<file path="config.mk">
export PLATFORM = sky130hd
export DESIGN_NAME = output_command_frame_decoder_core
export DESIGN_NICKNAME = d
export VERILOG_FILES = /design/src/hw/rtl/ocfd_pkg.sv /design/src/hw/rtl/ocfd_datapath.sv /design/src/hw/rtl/ocfd_controller.sv /design/src/hw/rtl/output_command_frame_decoder_core.sv
export SDC_FILE = /design/constraint.sdc
export NUM_CORES = 1
export LEC_CHECK = 0
export ABC_CLOCK_PERIOD_IN_PS = 3400
export BUFFER_PORTS_ARGS = -buffer_cell sky130_fd_sc_hd__buf_4
export CORE_UTILIZATION = 42
export CTS_CLUSTER_DIAMETER = 50
export DETAILED_ROUTE_END_ITERATION = 7
export GPL_TIMING_DRIVEN = 0
export PLACE_DENSITY = 0.55
export SKIP_CTS_REPAIR_TIMING = 1
export SYNTH_ARGS = -nofsm -noshare
export SYNTH_HDL_FRONTEND = slang
export SYNTH_SLANG_ARGS = --single-unit
</file>
<file path="constraint.sdc">
create_clock -name clock -period 3.4 [get_ports clock]
set_clock_uncertainty 0.1 [all_clocks]
set_input_delay 0.34 -clock clock [delete_from_list [all_inputs] [get_ports clock]]
set_output_delay 0.34 -clock clock [all_outputs]
set_load 0.05 [all_outputs]
</file>
<file path="src/hw/rtl/ocfd_pkg.sv">
// ----------------------------------------------------------------------------
// Output command frame decoder package
// Shared constants and controller/datapath handshake types.
// ----------------------------------------------------------------------------
`default_nettype none

package ocfd_pkg;

   localparam int BYTE_W = 8;
   localparam int POS_W  = 6;

   localparam logic [BYTE_W-1:0] TYPE_SINGLE = 8'h53;
   localparam logic [BYTE_W-1:0] TYPE_BANK   = 8'h4F;

   typedef struct packed {
      logic accept;
      logic step;
   } cmd_type;

   typedef struct packed {
      logic frame_emit;
      logic last_emit;
   } status_type;

endpackage

`default_nettype wire

</file>
<file path="src/hw/rtl/ocfd_datapath.sv">
// ----------------------------------------------------------------------------
// Output command frame decoder datapath
// Byte counter, running XOR check, frame head store and update generator.
// ----------------------------------------------------------------------------
`default_nettype none

module ocfd_datapath #(
   parameter int FRAME_BYTES = 40,
   parameter int BANK_SIZE   = 7
) (
   input  wire logic                      clock,
   input  wire logic                      reset,
   input  wire ocfd_pkg::cmd_type         cmd,
   output ocfd_pkg::status_type           status,
   input  wire logic [ocfd_pkg::BYTE_W-1:0] rx_byte,
   input  wire logic                      frame_start,
   output logic [ocfd_pkg::BYTE_W-1:0]    output_id,
   output logic [ocfd_pkg::BYTE_W-1:0]    level,
   output logic                           last_of_run
);
   import ocfd_pkg::*;

   localparam int HEAD_DEPTH = 3 + BANK_SIZE;
   localparam int HEAD_W     = $clog2(HEAD_DEPTH);
   localparam int IDX_W      = (BANK_SIZE > 1) ? $clog2(BANK_SIZE) : 1;

   logic [POS_W-1:0]  pos_ff, pos_in, pos_eff;
   logic [BYTE_W-1:0] xor_ff, xor_in, xor_eff;
   logic [BYTE_W-1:0] head_ff [HEAD_DEPTH];
   logic [IDX_W-1:0]  idx_ff, idx_in;
   logic [BYTE_W-1:0] id_ff, id_in;
   logic              single_ff, single_in;
   logic              frame_end;
   logic              frame_good;
   logic [HEAD_W-1:0] lvl_addr;

   always_comb begin
      pos_eff = frame_start ? '0 : pos_ff;
      xor_eff = frame_start ? '0 : xor_ff;
      if ({1'b0, pos_eff} >= (POS_W+1)'(FRAME_BYTES)) begin
         pos_eff = '0;
         xor_eff = '0;
      end
      frame_end  = (pos_eff == POS_W'(FRAME_BYTES - 1));
      frame_good = frame_end && (xor_eff == rx_byte);
      status.frame_emit = frame_good &&
         ((head_ff[0] == TYPE_SINGLE) ||
          ((head_ff[0] == TYPE_BANK) && (head_ff[1] != '0)));
      status.last_emit = single_ff || (idx_ff == IDX_W'(BANK_SIZE - 1));
   end

   always_comb begin
      pos_in    = pos_ff;
      xor_in    = xor_ff;
      idx_in    = idx_ff;
      id_in     = id_ff;
      single_in = single_ff;
      if (cmd.accept) begin
         if (frame_end) begin
            pos_in = '0;
            xor_in = '0;
         end else begin
            pos_in = pos_eff + POS_W'(1);
            xor_in = xor_eff ^ rx_byte;
         end
         if (status.frame_emit) begin
            single_in = (head_ff[0] == TYPE_SINGLE);
            idx_in    = '0;
            id_in     = (head_ff[0] == TYPE_SINGLE) ? head_ff[1]
                        : BYTE_W'(head_ff[2] * BYTE_W'(BANK_SIZE));
         end
      end else if (cmd.step) begin
         idx_in = idx_ff + IDX_W'(1);
         id_in  = id_ff + BYTE_W'(1);
      end
   end

   always_ff @(posedge clock) begin
      if (reset) begin
         pos_ff <= '0;
         xor_ff <= '0;
      end else begin
         pos_ff <= pos_in;
         xor_ff <= xor_in;
      end
      idx_ff    <= idx_in;
      id_ff     <= id_in;
      single_ff <= single_in;
      if (cmd.accept && (pos_eff < POS_W'(HEAD_DEPTH))) begin
         head_ff[pos_eff[HEAD_W-1:0]] <= rx_byte;
      end
   end

   assign lvl_addr    = HEAD_W'(3) + HEAD_W'(idx_ff);
   assign output_id   = id_ff;
   assign level       = single_ff ? head_ff[2] : head_ff[lvl_addr];
   assign last_of_run = status.last_emit;

endmodule

`default_nettype wire

</file>
<file path="src/hw/rtl/ocfd_controller.sv">
// ----------------------------------------------------------------------------
// Output command frame decoder controller
// Alternates between taking frame bytes and sending the updates of a frame.
// ----------------------------------------------------------------------------
`default_nettype none

module ocfd_controller (
   input  wire logic                 clock,
   input  wire logic                 reset,
   input  wire logic                 req_tvalid,
   output logic                      req_tready,
   output logic                      rsp_tvalid,
   input  wire logic                 rsp_tready,
   output ocfd_pkg::cmd_type         cmd,
   input  wire ocfd_pkg::status_type status
);
   import ocfd_pkg::*;

   typedef enum logic {
      ST_RECEIVE,
      ST_EMIT
   } state_type;

   state_type state_ff;
   logic      tready_ff;
   logic      tvalid_ff;

   assign cmd.accept = req_tvalid && tready_ff;
   assign cmd.step   = tvalid_ff && rsp_tready;
   assign req_tready = tready_ff;
   assign rsp_tvalid = tvalid_ff;

   always_ff @(posedge clock) begin
      if (reset) begin
         state_ff  <= ST_RECEIVE;
         tready_ff <= 1'b1;
         tvalid_ff <= 1'b0;
      end else begin
         unique case (state_ff)
            ST_RECEIVE: begin
               if (cmd.accept && status.frame_emit) begin
                  state_ff  <= ST_EMIT;
                  tready_ff <= 1'b0;
                  tvalid_ff <= 1'b1;
               end
            end
            ST_EMIT: begin
               if (cmd.step && status.last_emit) begin
                  state_ff  <= ST_RECEIVE;
                  tready_ff <= 1'b1;
                  tvalid_ff <= 1'b0;
               end
            end
            default: begin
               state_ff  <= ST_RECEIVE;
               tready_ff <= 1'b1;
               tvalid_ff <= 1'b0;
            end
         endcase
      end
   end

endmodule

`default_nettype wire

</file>
<file path="src/hw/rtl/output_command_frame_decoder_core.sv">
// ----------------------------------------------------------------------------
// Output command frame decoder core
// Checks fixed-length command frames and turns them into output updates.
// ----------------------------------------------------------------------------
// Latency: the first update of a frame is valid the cycle after its last byte.
// Throughput: one byte per cycle while receiving; the update sequencer then
// holds off requests for 1 (single) or BANK_SIZE (bank) accepted updates.
// Reset: synchronous; clears the byte count, XOR and state machine only.
`default_nettype none

module output_command_frame_decoder_core #(
   parameter int FRAME_BYTES = 40,
   parameter int BANK_SIZE   = 7
) (
   input  wire logic        clock,
   input  wire logic        reset,
   input  wire logic        req_tvalid,
   output logic             req_tready,
   input  wire logic [7:0]  req_tdata,  // [7:0] rx_byte
   input  wire logic        req_tuser,  // [0] frame_start
   output logic             rsp_tvalid,
   input  wire logic        rsp_tready,
   output logic [15:0]      rsp_tdata,  // [7:0] output_id, [15:8] level
   output logic             rsp_tlast   // last_of_run
);
   import ocfd_pkg::*;

   cmd_type           cmd;
   status_type        status;
   logic [BYTE_W-1:0] output_id;
   logic [BYTE_W-1:0] level;

   ocfd_controller u_ctrl (
      .clock      (clock),
      .reset      (reset),
      .req_tvalid (req_tvalid),
      .req_tready (req_tready),
      .rsp_tvalid (rsp_tvalid),
      .rsp_tready (rsp_tready),
      .cmd        (cmd),
      .status     (status)
   );

   ocfd_datapath #(
      .FRAME_BYTES (FRAME_BYTES),
      .BANK_SIZE   (BANK_SIZE)
   ) u_dp (
      .clock       (clock),
      .reset       (reset),
      .cmd         (cmd),
      .status      (status),
      .rx_byte     (req_tdata),
      .frame_start (req_tuser),
      .output_id   (output_id),
      .level       (level),
      .last_of_run (rsp_tlast)
   );

   assign rsp_tdata = {level, output_id};

endmodule

`default_nettype wire

</file>
After elaboration in Yosys (flattened, before gate mapping)

Memories as Yosys holds them, arrays and structs flattened.
Index checks and enable logic that the tools add are counted.
Widths: inputs -> output; s select.

Output and inout bits: 19
Memory bits (writable): 80
Input port bits: 13
Flip-flop bits (word level): 29
Memories kept: 1

Memories:

| name         | depth | bits a word | rd ports | clocked after memory_dff | write ports | RTL line            | RTL |
|---|---|---|---|---|---|---|---|
| u_dp.head_ff | 10    | 8           | 4        | 0                        | 1           | ocfd_datapath.sv:29 | `logic [BYTE_W-1:0] head_ff [HEAD_DEPTH];` |

Equal/unequal tests: 8
Bitwise logic cells: 2
Reductions and logical operators: 15
Add/sub/neg operators: 4
Multiplexer cells: 25
$lt $le $gt $ge: 2
Multiply operators: 1

Operator list:

| cell                | count |
|---|---|
| $mux 8              | 8 |
| $mux 6              | 3 |
| $eq 8x7->1 const B  | 2 |
| $mux 3              | 3 |
| $add 8x1->8 const B | 1 |
| $eq 8x8->1          | 1 |
| $logic_and 1x1->1   | 8 |
| $mul 8x3->8 const B | 1 |
| $mux 1              | 8 |
| $reduce_bool 8->1   | 1 |
| $xor 8x8->8         | 1 |
| $add 6x1->6 const B | 1 |
| $eq 6x6->1 const B  | 1 |
| $ge 6x6->1 const B  | 1 |
| $lt 6x4->1 const B  | 1 |
| $pmux 1 s2          | 3 |
| $reduce_and 2->1    | 3 |
| $add 2x3->4 const A | 1 |
| $ne 2x2->1 const B  | 2 |
| $add 3x1->3 const B | 1 |
| $eq 3x3->1 const B  | 1 |
| $logic_or 1x1->1    | 2 |
| $ne 2x1->1 const B  | 1 |
| $reduce_bool 2->1   | 1 |
| $not 1->1           | 1 |

Depth between registers and ports, before layout

Word-level depth: 9
Gate-level depth with buffers: 11
Depth with buffers taken out: 10

Modules after synthesis

A second synthesis with hierarchy kept.

Cells, all modules: 451
Area, all modules: 6115.9 µm²

By module, submodules not included:

| module          | times used | seq. area each (µm²) | cells each | area each (µm²) |
|---|---|---|---|---|
| ocfd_datapath   | 1          | 3523.4               | 439        | 5985.7 |
| ocfd_controller | 1          | 60.1                 | 12         | 130.1 |

Worst setup path after synthesis

Ideal clock, no wire load.

Path kind: flip-flop to output port
From: register u_dp.idx_ff[0]
To: output rsp_tdata[13]
Buffers on the path: 4
Cell stages (with the launch flop): 12
Arrival time: 2.782 ns
Setup slack: 0.178 ns
Cell sequence: edfxtp_1 > buf_4 > buf_2 > inv_1 > ha_1 > buf_2 > clkbuf_1 > mux4_2 > mux2i_1 > nand2_1 > o21ai_1 > o21ai_1

Longest elaborated chain between the ends: 3

RTL lines:

| item                   | RTL line                                | RTL |
|---|---|---|
| start, declared        | ocfd_datapath.sv:30                     | `logic [IDX_W-1:0] idx_ff, idx_in;` |
| start signal, assigned | ocfd_datapath.sv:86                     | `idx_ff <= idx_in;` |
| $add 2x3->4            | ocfd_datapath.sv:94                     | `assign lvl_addr = HEAD_W'(3) + HEAD_W'(idx_ff);` |
| net u_dp.lvl_addr[0]   | ocfd_datapath.sv:35                     | `logic [HEAD_W-1:0] lvl_addr;` |
| $mem_v2 10x8           | --                                      |  |
| $mux 8                 | ocfd_datapath.sv:96                     | `assign level = single_ff ? head_ff[2] : head_ff[lvl_addr];` |
| end, declared          | output_command_frame_decoder_core.sv:23 | `output logic [15:0] rsp_tdata,` |

The timed path passes the listed nets, and every way through them passes these cells.

Worst setup path in the final report

From: register u_dp.idx_ff[0]
To: output rsp_tdata[12]

The elaborated chain is that of the path after synthesis.

==> reports/results.ini <==
[setup_path]
critical_path_required_ns = 2.96
cp_max_fo = 10
slowest_stage = edfxtp_1
arrival_ns = 2.80
endpoint_kind = output port
setup.worst_path.start_class = register
path_class = reg2out
max_stage_delay_ns = 0.42
crit_chain = buf_8 > buf_12 > inv_1 > ha_1 > buf_4 > buf_8 > mux4_2 > mux2i_2 > nand2_1 > o21ai_1 > o21ai_1 > buf_4

[routing]
drt_iter0_markers = 298
vias_per_cell = 5.71
drt_wl_total_microns = 15000
vias = 4023
drc = 0
ant_nets = 0
wl_per_cell_microns = 21.4
first_pass_iters = 6

[synth]
synthSimpleGateAreaFrac = 0.115
synthAdderAreaFrac = 0.0479
ys_seq_elements = 125
synth_top_family_by_area = simple AND/OR/NAND/NOR gates
synthXorXnorAreaFrac = 0.0300
synthMuxAreaShare = 0.111
yosysSeqAreaShare = 0.581
synthCells = 460
synth_cell_types = 54
yosysWarnings = 0
synth_area_sq_mm = 0.00617
synth-edff-count = 108
synth-compound-area-share = 0.0947
synth_ff_type = edfxtp_1
synth_nets = 493
avgSynthCellArea_sq_um = 13.4
async_flop_share = 0

[timing]
setup_violations = 0
post-route-period-util = 0.954
period_minus_slack_ns = 3.24
slew_headroom = 0.592
max_freq_ghz = 0.308
worst_slew_pin_slew_ns = 0.612
rsz0062_at_grt = false
final.setup.worst_slack_ns = 0.158
final_hold_viol_count = 0
finalSetupTns_ns = 0
final_max_slew_viol_count = 0

[clocking]
tritoncts = done
cts_max_path_buffers = 2
cts.sinks = 125
cts.clk_slew.worst_paths_ns = 0.06
h-tree-depth = 4
worstSkewPairLatency_ns = 0.42
cts_root_buffer = clkbuf_16
cts_buffers = 17

[layout]
diodes = 0
fin_cells = 704
final_nets = 544
drive_above_1_share = 0.206
syn_to_final_growth_pct = 17.4
final_util = 0.514

[placed_design]
portBuffers = 30
post-place-ws_ns = -0.398
placed_cells = 670
globalplace.congestion = 0.802
dp_hpwl_microns = 10200

[global_routing]
grt_usage = 0.214
grt_pass1_vias = 4006
grt_pass1_wl_microns = 22600
antenna_found_initial = 0
grt.overflow.total = 0
grt_start_max_net_pins = 19

[power_and_ir_drop]
powerDensity_mw_per_mm2 = 484
p_leak_nw = 2.51
peakVddDrop_v = 0.000337

[floorplanning]
dieArea_sq_mm = 0.0152
ios = 32
rows = 43
die_w_microns = 123
chipHeight_microns = 123
core_area_sq_mm = 0.0141
start_util = 0.438

[worst_hold_path]
hold_path.class = in2reg

[run]
maxCapViolCount = 0

[outcome]
status = completed

layer usage:
metal	track usage	vias up	routed length [microns]
li1	-	1856	-
met1	0.271	2030	6550
met2	0.354	113	7420
met3	0.0484	24	697
met4	0.0873	0	374
met5	0	-	0
Yosys cell counts (4+ instances only):
cell type    n  area, sq um
edfxtp_1   108         3240
nand2_1     52          195
o21ai_1     28          140
mux4_2      24          541
nor2_1      23         86.3
a21oi_1     19         95.1
o21ai_0     19         95.1
dfxtp_1     17          340
and2_1      14         87.6
ha_1        14          175
xnor2_1     14          123
mux2i_1     13          130
nand3_1     10         50.1
or3_1       10         62.6
clkbuf_1     9         33.8
a21boi_1     8         60.1
a31oi_1      6         37.5
buf_2        6         30.0
fa_1         6          120
inv_1        6         22.5
nor3_1       5         25.0
nor4bb_1     4         40.0
xor2_1       4         35.0
layout by cell type, fill, tap and decap left out, drive strengths merged, types with 2 or more instances in the layout:
cell / n
nand4: 3
mux2i: 13
inv: 6
mux4: 24
o32ai: 4
ha: 14
a21o: 3
a21boi: 8
nor4bb: 4
o21ai: 47
a21oi: 19
clkinv: 8
and2: 14
nand3: 11
or3: 10
and3: 3
buf: 44
clkbuf: 28
nor3: 5
clkinvlp: 4
edfxtp: 108
fa: 6
xnor2: 14
nor2: 24
nand2: 52
dfxtp: 17
nor4: 2
a31oi: 6
xor2: 5
per-stage QoR:
step                hold slack [ns]  area (sq um)  power [mW]
floorplan                     0.339          6170        1.82
global placement              0.351          6620        1.88
detailed placement            0.360          6620        1.89
CTS                           0.178          7150        3.53
global route                  0.183          7240        3.62
finish                        0.188          7240        3.51
final timing paths:
path	startpoint	endpoint	slack [ns]	depth (start not counted)
setup / recovery	u_dp.idx_ff[0]	rsp_tdata[12]	0.16	12
hold / removal	req_tdata[0]	u_dp.head_ff[3][0]	0.19	1
setup reg to reg	u_dp.pos_ff[3]	u_dp.output_id[4]	0.21	11
hold reg to reg	u_ctrl.state_ff	u_ctrl.state_ff	0.37	2
layout make-up:
cell class | instances | area [sq um]
buffer | 21 | 149
clock buffer | 19 | 433
clock inverter | 13 | 101
fill | 1219 | 6850
inverter | 6 | 22.5
multi-input combinational | 308 | 2470
sequential | 125 | 3580
tap | 180 | 225
timing repair buffer | 32 | 253
flip-flops by register name (all words and copies together), names as in the netlist:
name / count
u_dp.single_ff: 1
u_dp.output_id: 8
u_dp.pos_ff: 6
u_ctrl.req_tready: 1
u_dp.xor_ff: 8
u_ctrl.rsp_tvalid: 1
u_dp.idx_ff: 3
u_ctrl.state_ff: 1
u_dp.head_ff: 96
critical path, delay by kind of cell (launching register included):
family / cells / cell delay [ns]
adder cells (fa/ha/maj): 1 / 0.23
AND/OR/NAND/NOR: 1 / 0.07
multiplexers: 2 / 0.55
AO/OA/AOI/OAI: 2 / 0.16
buffers and inverters: 6 / 0.93
flip-flops: 1 / 0.42
kinds of logic (layout without fill, tap and decap cells):
group           after synthesis  in the layout
simple gates                136            136
flops                       125            125
compound gates               95             95
mux                          38             38
buf+inv                      27             91
fa+ha+maj                    20             20
xor+xnor                     19             19
report_power, final:
group          internal (mW)  switching (mW)  total (mW)  leakage, nW
sequential              1.68          0.0201        1.70         1.12
combinational         0.0564          0.0975       0.154         1.14
clock                  0.989           0.662        1.65        0.247
Note: power is estimated with default switching activity, not from simulation.
